[src/hdl/cpid_pkg.sv]
// Shared widths, register indexes and reset values of the clamped PID regulator.
`timescale 1ns / 1ps

package cpid_pkg;

  localparam int ERR_W      = 16;  // error sample
  localparam int GAIN_W     = 16;  // gains and step period
  localparam int LIMIT_W    = 31;  // symmetric clamp limits
  localparam int ACC_W      = 48;  // integral, signed Q32.16
  localparam int FRAC_W     = 16;  // fraction bits of the Q.16 values
  localparam int PROD_W     = 64;  // multiplier result
  localparam int TERM_W     = 49;  // clamped term
  localparam int SUM_W      = 50;  // Q.16 sum of the three terms
  localparam int OUT_W      = 32;  // correction
  localparam int DIGIT_W    = 4;   // multiplier digit, bits per cycle
  localparam int DIGITS     = GAIN_W / DIGIT_W;
  localparam int CNT_W      = $clog2(DIGITS);
  localparam int CFG_IDX_W  = 3;
  localparam int CFG_DATA_W = 32;

  typedef logic [CFG_IDX_W-1:0] cfg_index_t;

  localparam cfg_index_t REG_PROP_GAIN    = 3'd0;
  localparam cfg_index_t REG_INTEG_GAIN   = 3'd1;
  localparam cfg_index_t REG_DERIV_GAIN   = 3'd2;
  localparam cfg_index_t REG_STEP_PERIOD  = 3'd3;
  localparam cfg_index_t REG_PROP_LIMIT   = 3'd4;
  localparam cfg_index_t REG_INTEG_LIMIT  = 3'd5;
  localparam cfg_index_t REG_DERIV_LIMIT  = 3'd6;
  localparam cfg_index_t REG_OUTPUT_LIMIT = 3'd7;

  localparam logic [GAIN_W-1:0]  STEP_PERIOD_RST = '1;
  localparam logic [LIMIT_W-1:0] LIMIT_RST       = '1;

  // integral saturation bounds, sign extended to the sum width
  localparam logic signed [SUM_W-1:0] ACC_MAX_S =
    {{(SUM_W-ACC_W+1){1'b0}}, {(ACC_W-1){1'b1}}};
  localparam logic signed [SUM_W-1:0] ACC_MIN_S =
    {{(SUM_W-ACC_W+1){1'b1}}, {(ACC_W-1){1'b0}}};

  localparam logic signed [SUM_W-1:0] ROUND_HALF = SUM_W'(1) <<< (FRAC_W - 1);

endpackage

[src/hdl/clamped_pid_controller_top.sv]
// Clamped PID regulator: sequencer, digit-serial multiplier, clamps and registers.
`timescale 1ns / 1ps
//
// Input stream s_axis: tdata carries the signed error sample, tuser the
// operation (0 = process sample, 1 = clear the integral). A sample item gives
// one correction on m_axis; a clear item gives none.
// Configuration: cfg_valid/cfg_ready with cfg_index selecting one of eight
// registers (gains, step period, four limits) and cfg_data; always ready,
// write only while the block holds no item in flight.
// A sample runs up to four products through one shift-and-add multiplier that
// eats the 16-bit gain four bits a cycle: each product passes through load,
// four digit steps, clamp and accumulate. The error times period update, P and
// I always run; D runs only once an earlier sample has been seen. Round and
// output steps follow the products. No new item is taken until the result is
// in the output register; the next item is taken in the cycle after that.
// The output register holds a result while m_axis_tready is low; the block
// still accepts the next item, and its result waits at the output step until
// the register is free.
// Reset (rst, synchronous) restores the register defaults, clears the
// integral, the previous error and the first-sample flag, and drops m_axis.

module clamped_pid_controller_top (
  input  logic                               clk,
  input  logic                               rst,
  input  logic                               s_axis_tvalid,
  output logic                               s_axis_tready,
  input  logic [cpid_pkg::ERR_W-1:0]         s_axis_tdata,  // [15:0] error_sample
  input  logic                               s_axis_tuser,  // [0] operation
  output logic                               m_axis_tvalid,
  input  logic                               m_axis_tready,
  output logic [cpid_pkg::OUT_W-1:0]         m_axis_tdata,  // [31:0] correction
  input  logic                               cfg_valid,
  output logic                               cfg_ready,
  input  cpid_pkg::cfg_index_t               cfg_index,
  input  logic [cpid_pkg::CFG_DATA_W-1:0]    cfg_data
);

  typedef enum logic [2:0] {
    S_IDLE, S_LOAD, S_MUL, S_TERM, S_ACC, S_ROUND, S_OUT
  } state_t;

  typedef enum logic [1:0] {
    PH_INT, PH_P, PH_I, PH_D
  } phase_t;

  state_t state;
  phase_t phase;

  logic [cpid_pkg::GAIN_W-1:0]  prop_gain, integ_gain, deriv_gain, step_period;
  logic [cpid_pkg::LIMIT_W-1:0] prop_limit, integ_limit, deriv_limit, output_limit;

  logic signed [cpid_pkg::ACC_W-1:0]  integ;
  logic signed [cpid_pkg::ERR_W-1:0]  prev_err;
  logic                               have_prev;
  logic signed [cpid_pkg::ERR_W-1:0]  err;

  logic signed [cpid_pkg::ACC_W-1:0]  mul_a;
  logic [cpid_pkg::GAIN_W-1:0]        mul_b;
  logic [cpid_pkg::CNT_W-1:0]         dcnt;
  logic signed [cpid_pkg::PROD_W-1:0] prod;
  logic signed [cpid_pkg::TERM_W-1:0] term;
  logic signed [cpid_pkg::SUM_W-1:0]  sum;
  logic [cpid_pkg::OUT_W-1:0]         out_data;
  logic                               out_valid;

  logic                                             s_fire;
  logic [cpid_pkg::DIGIT_W-1:0]                     digit;
  logic signed [cpid_pkg::ACC_W+cpid_pkg::DIGIT_W:0] pp;
  logic signed [cpid_pkg::PROD_W-1:0]               prod_next;
  logic [cpid_pkg::ACC_W-1:0]                       lim;
  logic signed [cpid_pkg::PROD_W-1:0]               lim_s;
  logic signed [cpid_pkg::TERM_W-1:0]               term_next;
  logic signed [cpid_pkg::SUM_W-1:0]                isum;
  logic signed [cpid_pkg::ACC_W-1:0]                integ_next;
  logic signed [cpid_pkg::SUM_W-1:0]                addend;
  logic signed [cpid_pkg::SUM_W-1:0]                olim_s;
  logic signed [cpid_pkg::SUM_W-1:0]                sum_clamped;
  logic signed [cpid_pkg::SUM_W-1:0]                sum_rounded;
  logic signed [cpid_pkg::ERR_W:0]                  diff;

  assign s_axis_tready = (state == S_IDLE);
  assign s_fire        = s_axis_tvalid && s_axis_tready;
  assign cfg_ready     = 1'b1;
  assign m_axis_tvalid = out_valid;
  assign m_axis_tdata  = out_data;

  // multiplier: Horner over the gain digits, most significant first
  assign digit = mul_b[cpid_pkg::GAIN_W-1 -: cpid_pkg::DIGIT_W];
  assign pp    = mul_a * $signed({1'b0, digit});
  assign prod_next = (prod <<< cpid_pkg::DIGIT_W)
    + {{(cpid_pkg::PROD_W-cpid_pkg::ACC_W-cpid_pkg::DIGIT_W-1){pp[$high(pp)]}}, pp};

  assign diff = {err[cpid_pkg::ERR_W-1], err} - {prev_err[cpid_pkg::ERR_W-1], prev_err};

  always_comb begin
    case (phase)
      PH_P:    lim = {{(cpid_pkg::ACC_W-cpid_pkg::LIMIT_W){1'b0}}, prop_limit};
      PH_I:    lim = {1'b0, integ_limit, {cpid_pkg::FRAC_W{1'b0}}};
      PH_D:    lim = {{(cpid_pkg::ACC_W-cpid_pkg::LIMIT_W){1'b0}}, deriv_limit};
      default: lim = '0;
    endcase
    lim_s = $signed({{(cpid_pkg::PROD_W-cpid_pkg::ACC_W){1'b0}}, lim});
  end

  // clamp the P, I and D products to the symmetric limit of their term; the integral update passes unclamped
  always_comb begin
    if (phase == PH_INT) begin
      term_next = prod[cpid_pkg::TERM_W-1:0];
    end else if (prod > lim_s) begin
      term_next = lim_s[cpid_pkg::TERM_W-1:0];
    end else if (prod < -lim_s) begin
      term_next = -lim_s[cpid_pkg::TERM_W-1:0];
    end else begin
      term_next = prod[cpid_pkg::TERM_W-1:0];
    end
  end

  // saturating integral update
  always_comb begin
    isum = {{(cpid_pkg::SUM_W-cpid_pkg::ACC_W){integ[cpid_pkg::ACC_W-1]}}, integ}
         + {term[cpid_pkg::TERM_W-1], term};
    if (isum > cpid_pkg::ACC_MAX_S) begin
      integ_next = cpid_pkg::ACC_MAX_S[cpid_pkg::ACC_W-1:0];
    end else if (isum < cpid_pkg::ACC_MIN_S) begin
      integ_next = cpid_pkg::ACC_MIN_S[cpid_pkg::ACC_W-1:0];
    end else begin
      integ_next = isum[cpid_pkg::ACC_W-1:0];
    end
  end

  // P and D are integers: scale to Q.16; I is already Q.16
  always_comb begin
    if (phase == PH_I) begin
      addend = {term[cpid_pkg::TERM_W-1], term};
    end else begin
      addend = {term[cpid_pkg::SUM_W-cpid_pkg::FRAC_W-1:0], {cpid_pkg::FRAC_W{1'b0}}};
    end
  end

  always_comb begin
    olim_s = $signed({{(cpid_pkg::SUM_W-cpid_pkg::LIMIT_W-cpid_pkg::FRAC_W){1'b0}},
                      output_limit, {cpid_pkg::FRAC_W{1'b0}}});
    if (sum > olim_s) begin
      sum_clamped = olim_s;
    end else if (sum < -olim_s) begin
      sum_clamped = -olim_s;
    end else begin
      sum_clamped = sum;
    end
    sum_rounded = sum + cpid_pkg::ROUND_HALF;
  end

  always_ff @(posedge clk) begin
    if (rst) begin
      prop_gain    <= '0;
      integ_gain   <= '0;
      deriv_gain   <= '0;
      step_period  <= cpid_pkg::STEP_PERIOD_RST;
      prop_limit   <= cpid_pkg::LIMIT_RST;
      integ_limit  <= cpid_pkg::LIMIT_RST;
      deriv_limit  <= cpid_pkg::LIMIT_RST;
      output_limit <= cpid_pkg::LIMIT_RST;
    end else if (cfg_valid && cfg_ready) begin
      case (cfg_index)
        cpid_pkg::REG_PROP_GAIN:    prop_gain    <= cfg_data[cpid_pkg::GAIN_W-1:0];
        cpid_pkg::REG_INTEG_GAIN:   integ_gain   <= cfg_data[cpid_pkg::GAIN_W-1:0];
        cpid_pkg::REG_DERIV_GAIN:   deriv_gain   <= cfg_data[cpid_pkg::GAIN_W-1:0];
        cpid_pkg::REG_STEP_PERIOD:  step_period  <= cfg_data[cpid_pkg::GAIN_W-1:0];
        cpid_pkg::REG_PROP_LIMIT:   prop_limit   <= cfg_data[cpid_pkg::LIMIT_W-1:0];
        cpid_pkg::REG_INTEG_LIMIT:  integ_limit  <= cfg_data[cpid_pkg::LIMIT_W-1:0];
        cpid_pkg::REG_DERIV_LIMIT:  deriv_limit  <= cfg_data[cpid_pkg::LIMIT_W-1:0];
        cpid_pkg::REG_OUTPUT_LIMIT: output_limit <= cfg_data[cpid_pkg::LIMIT_W-1:0];
        default: ;
      endcase
    end
  end

  always_ff @(posedge clk) begin
    if (rst) begin
      state     <= S_IDLE;
      phase     <= PH_INT;
      integ     <= '0;
      prev_err  <= '0;
      have_prev <= 1'b0;
      dcnt      <= '0;
      out_valid <= 1'b0;
    end else begin
      // the output step reloads the register itself when it is taken
      if (out_valid && m_axis_tready && state != S_OUT) begin
        out_valid <= 1'b0;
      end
      case (state)
        S_IDLE: begin
          if (s_fire) begin
            if (s_axis_tuser) begin
              integ <= '0;
            end else begin
              err   <= s_axis_tdata;
              phase <= PH_INT;
              sum   <= '0;
              state <= S_LOAD;
            end
          end
        end
        S_LOAD: begin
          case (phase)
            PH_INT: begin
              mul_a <= {{(cpid_pkg::ACC_W-cpid_pkg::ERR_W){err[cpid_pkg::ERR_W-1]}}, err};
              mul_b <= step_period;
            end
            PH_P: begin
              mul_a <= {{(cpid_pkg::ACC_W-cpid_pkg::ERR_W){err[cpid_pkg::ERR_W-1]}}, err};
              mul_b <= prop_gain;
            end
            PH_I: begin
              mul_a <= integ;
              mul_b <= integ_gain;
            end
            default: begin
              mul_a <= {{(cpid_pkg::ACC_W-cpid_pkg::ERR_W-1){diff[cpid_pkg::ERR_W]}}, diff};
              mul_b <= deriv_gain;
            end
          endcase
          prod  <= '0;
          dcnt  <= '0;
          state <= S_MUL;
        end
        S_MUL: begin
          prod  <= prod_next;
          mul_b <= {mul_b[cpid_pkg::GAIN_W-cpid_pkg::DIGIT_W-1:0],
                    {cpid_pkg::DIGIT_W{1'b0}}};
          dcnt  <= dcnt + 1'b1;
          if (dcnt == cpid_pkg::CNT_W'(cpid_pkg::DIGITS - 1)) begin
            state <= S_TERM;
          end
        end
        S_TERM: begin
          term  <= term_next;
          state <= S_ACC;
        end
        S_ACC: begin
          case (phase)
            PH_INT: begin
              integ <= integ_next;
              phase <= PH_P;
              state <= S_LOAD;
            end
            PH_P: begin
              sum   <= sum + addend;
              phase <= PH_I;
              state <= S_LOAD;
            end
            PH_I: begin
              sum <= sum + addend;
              // D is zero until a sample has been seen
              if (have_prev) begin
                phase <= PH_D;
                state <= S_LOAD;
              end else begin
                state <= S_ROUND;
              end
            end
            default: begin
              sum   <= sum + addend;
              state <= S_ROUND;
            end
          endcase
        end
        S_ROUND: begin
          sum   <= sum_clamped;
          state <= S_OUT;
        end
        S_OUT: begin
          // hold until the output register is free
          if (!out_valid || m_axis_tready) begin
            out_data  <= sum_rounded[cpid_pkg::FRAC_W+cpid_pkg::OUT_W-1:cpid_pkg::FRAC_W];
            out_valid <= 1'b1;
            prev_err  <= err;
            have_prev <= 1'b1;
            state     <= S_IDLE;
          end
        end
        default: state <= S_IDLE;
      endcase
    end
  end

  a_clear_zeroes_integral: assert property (@(posedge clk) disable iff (rst)
    (s_fire && s_axis_tuser) |=> (integ == '0))
    else $error("integral not cleared after clear item");

  a_digit_count_idle: assert property (@(posedge clk) disable iff (rst)
    (state != S_MUL) |-> (dcnt == '0))
    else $error("digit counter left running outside multiply");

  a_result_from_output_step: assert property (@(posedge clk) disable iff (rst)
    $rose(m_axis_tvalid) |-> $past(state == S_OUT))
    else $error("result raised outside the output step");

  a_no_result_without_history: assert property (@(posedge clk) disable iff (rst)
    (state == S_LOAD && phase == PH_D) |-> have_prev)
    else $error("derivative product started before any sample");

endmodule

[config.mk]
export PLATFORM = sky130hd
export DESIGN_NAME = clamped_pid_controller_top
export DESIGN_NICKNAME = d
export VERILOG_FILES = /design/src/hdl/cpid_pkg.sv /design/src/hdl/clamped_pid_controller_top.sv
export SDC_FILE = /design/constraint.sdc
export NUM_CORES = 2
export LEC_CHECK = 0
export ABC_AREA = 1
export BUFFER_PORTS_ARGS = -buffer_cell sky130_fd_sc_hd__buf_2
export CORE_MARGIN = 2
export CORE_UTILIZATION = 40
export CTS_CLUSTER_DIAMETER = 80
export DETAILED_ROUTE_END_ITERATION = 8
export GPL_TIMING_DRIVEN = 0
export PLACE_DENSITY = 0.62
export REMOVE_ABC_BUFFERS = 1
export SLEW_MARGIN = 5
export SYNTH_ARGS = -nofsm -noshare
export SYNTH_HDL_FRONTEND = slang
export SYNTH_SLANG_ARGS = --single-unit
[constraint.sdc]
create_clock -name clk -period 10.2 [get_ports clk]
set_input_delay 1.02 -clock clk [delete_from_list [all_inputs] [get_ports clk]]
set_output_delay 1.02 -clock clk [all_outputs]
set_load 0.1 [all_outputs]
Yosys cells after proc, flatten, opt, wreduce, memory -nomap -nowiden
Cells that the tools add are included.

word-level totals
  bits in registers = 536
  bits of input ports = 57
  output and inout port bits = 35
  logic and storage cells = 135

cells by class
  add/sub/neg operators = 9
  $mul = 1
  $lt $le $gt $ge = 6
  equality and inequality tests = 28
  multiplexer cells = 37
  bitwise operators = 2
  reduce and logical (&&, ||, !) cells = 30

operator list
  cell                                                                     count
  50-bit two-way mux                                                       6
  48-bit two-way mux                                                       5
  48-bit one-hot mux with 2 select lines                                   2
  50-bit one-hot mux with 3 select lines                                   1
  49-bit two-way mux                                                       3
  47-bit one-hot mux with 3 select lines                                   1
  64-bit one-hot mux with 2 select lines                                   1
  64-bit adder                                                             1
  64-bit by 49-bit > comparator with 1-bit output                          1
  64-bit < comparator                                                      1
  48-bit negator with 64-bit output                                        1
  48-bit by 5-bit multiplier with 53-bit output                            1
  48-bit by 49-bit adder with 50-bit output                                1
  50-bit adder                                                             1
  50-bit by 48-bit > comparator with 1-bit output                          1
  50-bit by 48-bit > comparator with 1-bit output (second input constant)  1
  50-bit by 48-bit < comparator with 1-bit output (second input constant)  1
  50-bit < comparator                                                      1
  47-bit negator with 50-bit output                                        1
  48-bit negator with 49-bit output                                        1
  48-bit by 17-bit adder with 48-bit output (second input constant)        1
  16-bit one-hot mux with 3 select lines                                   1
  16-bit one-hot mux with 2 select lines                                   1
  2-bit AND reduction                                                      12
  31 further kinds                                                         66

Longest topological paths before layout
  word-level depth = 7
  mapped depth = 39
  mapped depth without buffers = 37

Worst setup path before layout
OpenSTA, ideal clock, no wires.

  path type = reg2reg
  from = register mul_b[14] (netlist name)
  to = register prod[48] (netlist name) (data pin)
  setup time = 0.253 ns
  arrival time = 5.614 ns
  data required time = 9.947 ns
  slack = 4.333 ns
  stages on the path, launching flop included = 32
  path buffers = 2
  period minus slack after synthesis = 5.867 ns
  cell sequence = edfxtp_1 clkbuf_1 clkbuf_1 nand2_1 inv_1 ha_1 fa_1 inv_1 fa_1 inv_1 ha_1 a21oi_1 a21boi_0 o21ai_1 a21oi_1 o21ai_1 nand2_1 nand2_1 nand2_1 nand2_1 xor2_1 ha_1 nand2_1 nor2_1 inv_1 nor4_1 nand3_1 nand3_1 a21o_1 nand2_1 nand2_1 nor2_1

between the ends
  longest elaborated chain between the ends = 3

ends and longest elaborated chain
  what                                           RTL line                           source
  start, declared                                clamped_pid_controller_top.sv:58   logic [cpid_pkg::GAIN_W-1:0] mul_b;
  start signal, assigned                         clamped_pid_controller_top.sv:209  mul_b <= step_period;
  start signal, assigned                         clamped_pid_controller_top.sv:213  mul_b <= prop_gain;
  start signal, assigned                         clamped_pid_controller_top.sv:217  mul_b <= integ_gain;
  48-bit by 5-bit multiplier with 53-bit output  clamped_pid_controller_top.sv:89   assign pp = mul_a * $signed({1'b0, digit});
  64-bit adder                                   clamped_pid_controller_top.sv:91   + {{(cpid_pkg::PROD_W-cpid_pkg::ACC_W-cpid_pkg::DIGIT_W-1){pp[$high(pp)]}}, pp};
  64-bit one-hot mux with 2 select lines         clamped_pid_controller_top.sv:192  case (state)
  end signal, assigned                           clamped_pid_controller_top.sv:229  prod <= prod_next;
  end, declared                                  clamped_pid_controller_top.sv:60   logic signed [cpid_pkg::PROD_W-1:0] prod;

Every way passes these cells.
A chain may end at the register's enable or synchronous reset.

Worst setup path in the final report
  from = register mul_b[14] (netlist name)
  to = register prod[55] (netlist name) (data pin)

The elaborated chain is that of the path after synthesis.

==> impl_metrics.env <==
export IMPL_status="finished clean"
export IMPL_crit_path_start="mul_b[14]"
export IMPL_use_met1_pct=40.5
export IMPL_synth_top_area_share_pct=16.5
export IMPL_htreeDepth=3
export IMPL_gr_usage_met3_pct=3.17
export IMPL_cts_path_max_buffers=3
export IMPL_cp_end_kind="register"
export IMPL_n_fill_cell=12900
export IMPL_dp_slack_ps=2840
export IMPL_grt_ovfl_total=0
export IMPL_coreArea_sq_um=124000
export IMPL_avgSynthCellArea_sq_um=6.83
export IMPL_cts_tree="built"
export IMPL_rr_startpoint="mul_b[14]"
export IMPL_setup_viol=0
export IMPL_clk_pin_slew_ps=60
export IMPL_synth_ff_type="edfxtp_1"
export IMPL_r2r_slack_ps=2580
export IMPL_synth_area_top_cells="edfxtp_1 17%, nand2_1 15%, ha_1 12%"
export IMPL_fin_ws_ps=2580
export IMPL_clk_latency_ps=680
export IMPL_hold_worst_slack_ps=455
export IMPL_antenna_found_initial=9
export IMPL_min_delay_start="integ_limit[8]"
export IMPL_grt_usage_pct=28.3
export IMPL_postSynthCellCount=7320
export IMPL_reg2regPathDepth=26
export IMPL_port_buffer_count=89
export IMPL_drive_above_1_share_pct=6.79
export IMPL_dr_pass1_iters=6
export IMPL_ys_async_sr_fraction_pct=0
export IMPL_vias_per_cell=5.40
export IMPL_placementRows=129
export IMPL_hold_buffers=0
export IMPL_period_needed_ps=7620
export IMPL_yosys_warnings=0
export IMPL_finalHoldViolCount=0
export IMPL_switching_share_pct=49.4
export IMPL_first_global_vias=45200
export IMPL_slew_headroom_pct=11.9
export IMPL_power_switching_mw=5.79
export IMPL_dr_total_vias=48600
export IMPL_die_area_sq_um=128000
export IMPL_drt_wl_total_mm=184
export IMPL_maxCapViolCount=0
export IMPL_fp_dieH_um=358
export IMPL_fin_crit_sh_pct=74.7
export IMPL_detail_route_wl_per_cell_um=20.4
export IMPL_regArea_sq_um=13500
export IMPL_dp_cells=8864
export IMPL_use_met2_pct=43.8
export IMPL_ys_top_cells_by_count="1935 x nand2_1, 1002 x inv_1, 693 x nor2_1"
export IMPL_finalWeightedCongestion=1.02
export IMPL_hp_class="reg2reg"
export IMPL_required_ps=10640
export IMPL_power_frac_comb_pct=56.4
export IMPL_rsz0062_at_grt="no"
export IMPL_crit_path_end="prod[55]"
export IMPL_final_antenna_net_count=0
export IMPL_leakagePower_nw=26.8
export IMPL_area_delta_synth_final_pct=9.40
export IMPL_netlist_area_sq_um=50000
export IMPL_intPower_mw=5.94
export IMPL_clockRootBuffer="clkbuf_16"
export IMPL_synth_distinct_cells=69
export IMPL_timing_rr_end="prod[55]"
export IMPL_maxSlewViolCount=0
export IMPL_pwr_share_seq_pct=22.3
export IMPL_post_cts_resized=0
export IMPL_crit_arrival_ps=8060
export IMPL_fin_cells=8988
export IMPL_route_detailed_drc=0
export IMPL_synth_seq_area_share_pct=27.0
export IMPL_postCtsSetupRepairBufs=0
export IMPL_clkPwrFrac_pct=21.3
export IMPL_worst_pin_slew_ps=1310
export IMPL_place_hpwl_mm=147
export IMPL_crit_type="reg2reg"
export IMPL_yosysTopAreaCell="edfxtp_1"
export IMPL_ys_ff_latch=536
export IMPL_powerDensity_nw_per_um2=214
export IMPL_tns_ps=0
export IMPL_finClkSkew_ps=26.8
export IMPL_vdd_drop_max_mv=0.232
export IMPL_clock_sinks=536
export IMPL_die_w_um=358
export IMPL_dr_first_iter_drc_count=4793
export IMPL_ios=92
export IMPL_busiest_layer="met2"
export IMPL_critPathMaxFanout=10
export IMPL_fin_nets=7923
export IMPL_multi_input_area_sq_um=31700
export IMPL_fmax_mhz=131
export IMPL_start_util_pct=40.3
export IMPL_numCtsBuffers=68
export IMPL_startpoint_type="register"
export IMPL_grt_max_degree=95
export IMPL_grt_pass1_wl_mm=276
export IMPL_synth_edf_count=275
export IMPL_postLayoutCoreUtil_pct=44.1
export IMPL_yosysMostFrequentCell="nand2_1"
==> cell type report <==
type                            instances  area share, %
Antenna cell                            1        0.00457
Clock buffer                           87           3.35
Clock inverter                         36          0.816
Inverter                             1036           7.12
Multi-Input combinational cell       5523           58.0
Sequential cell                       536           24.6
Tap cell                             1637           3.74
Timing Repair Buffer                  132           2.34
==> metal layers <==
layer / vias to the layer above / routed length, um
met3: 295 / 12100
met4: 2 / 6960
li1: 23900 / -
met5: - / 17
met1: 22800 / 84900
met2: 1587 / 79700
==> kinds of logic (layout without fill, tap and decap cells) <==
family | Yosys count | count (layout) | share of synthesized area (%)
simple gates | 3429 | 3429 | 29.2
compound gates | 1336 | 1336 | 14.8
flops | 536 | 536 | 27.0
xor+xnor | 188 | 188 | 3.31
fa+ha+maj | 569 | 569 | 15.8
buf+inv | 1261 | 1291 | 9.95
other cells | 1 | 2 | 0.00750
==> metrics by stage <==
| step | cell area, sq um | total power, mW |
|---|---|---|
| 2_1_floorplan | 48900 | 7.05 |
| 3_3_place_gp | 51400 | 9.05 |
| 3_5_place_dp | 52400 | 9.12 |
| 4_1_cts | 54700 | 11.7 |
| 5_1_grt | 54700 | 12.6 |
| 6_report | 54700 | 11.7 |
==> sequential cells by signal (all words and copies together), names as in the netlist, 3 cells and up <==
signal,flops
prod,64
sum,50
term,49
integ,48
mul_a,48
m_axis_tdata,32
deriv_limit,31
integ_limit,31
output_limit,31
prop_limit,31
deriv_gain,16
err,16
integ_gain,16
mul_b,16
prev_err,16
prop_gain,16
step_period,16
state,3
==> worst min-delay path by stage <==
stage	end	slack, ps	cells after the start
6_report	integ_limit[8]	460	2
4_1_cts	deriv_limit[15]	460	2
3_3_place_gp	deriv_limit[8]	440	2
3_5_place_dp	deriv_limit[15]	440	2
2_1_floorplan	deriv_limit[0]	430	2
5_1_grt	deriv_limit[19]	480	2
==> power groups by stage <==
| stage | combinational [mW] | sequential, mW | clock [mW] |
|---|---|---|---|
| floorplan | 4.47 | 2.58 | 0 |
| global placement | 6.36 | 2.69 | 0 |
| detailed placement | 6.46 | 2.66 | 0 |
| CTS | 6.50 | 2.61 | 2.54 |
| global route | 7.34 | 2.62 | 2.62 |
| finish | 6.61 | 2.62 | 2.50 |
==> cell usage in the layout (no fill, tap or decap), types with 148 or more instances in the layout <==
cell / count
nor2_1: 679
a21oi_1: 591
nand3_1: 418
o21ai_0: 438
ha_1: 463
edfxtp_1: 275
dfxtp_1: 261
xor2_1: 148
inv_1: 1000
nand2_1: 1931
==> worst max-delay path: stages, from the launching register on <==
cell and delay [ps]:
edfxtp_1 810, nand2_1 100, inv_1 80, ha_1 250, fa_1 530, inv_1 60, fa_1 540, inv_1 40
ha_1 350, a21oi_1 220, nand2_1 110, nand2_1 70, nand2_1 180, nand2_1 120, nand3_1 150, a21oi_1 460
xnor2_1 190, ha_1 410, nand2_1 170, nor2_1 260, nand2_1 80, o21ai_0 660, a21boi_1 350, o21ai_0 600
nand4_1 300, a21oi_1 210, nor2_1 60
Power figures use the tool's default switching activity.
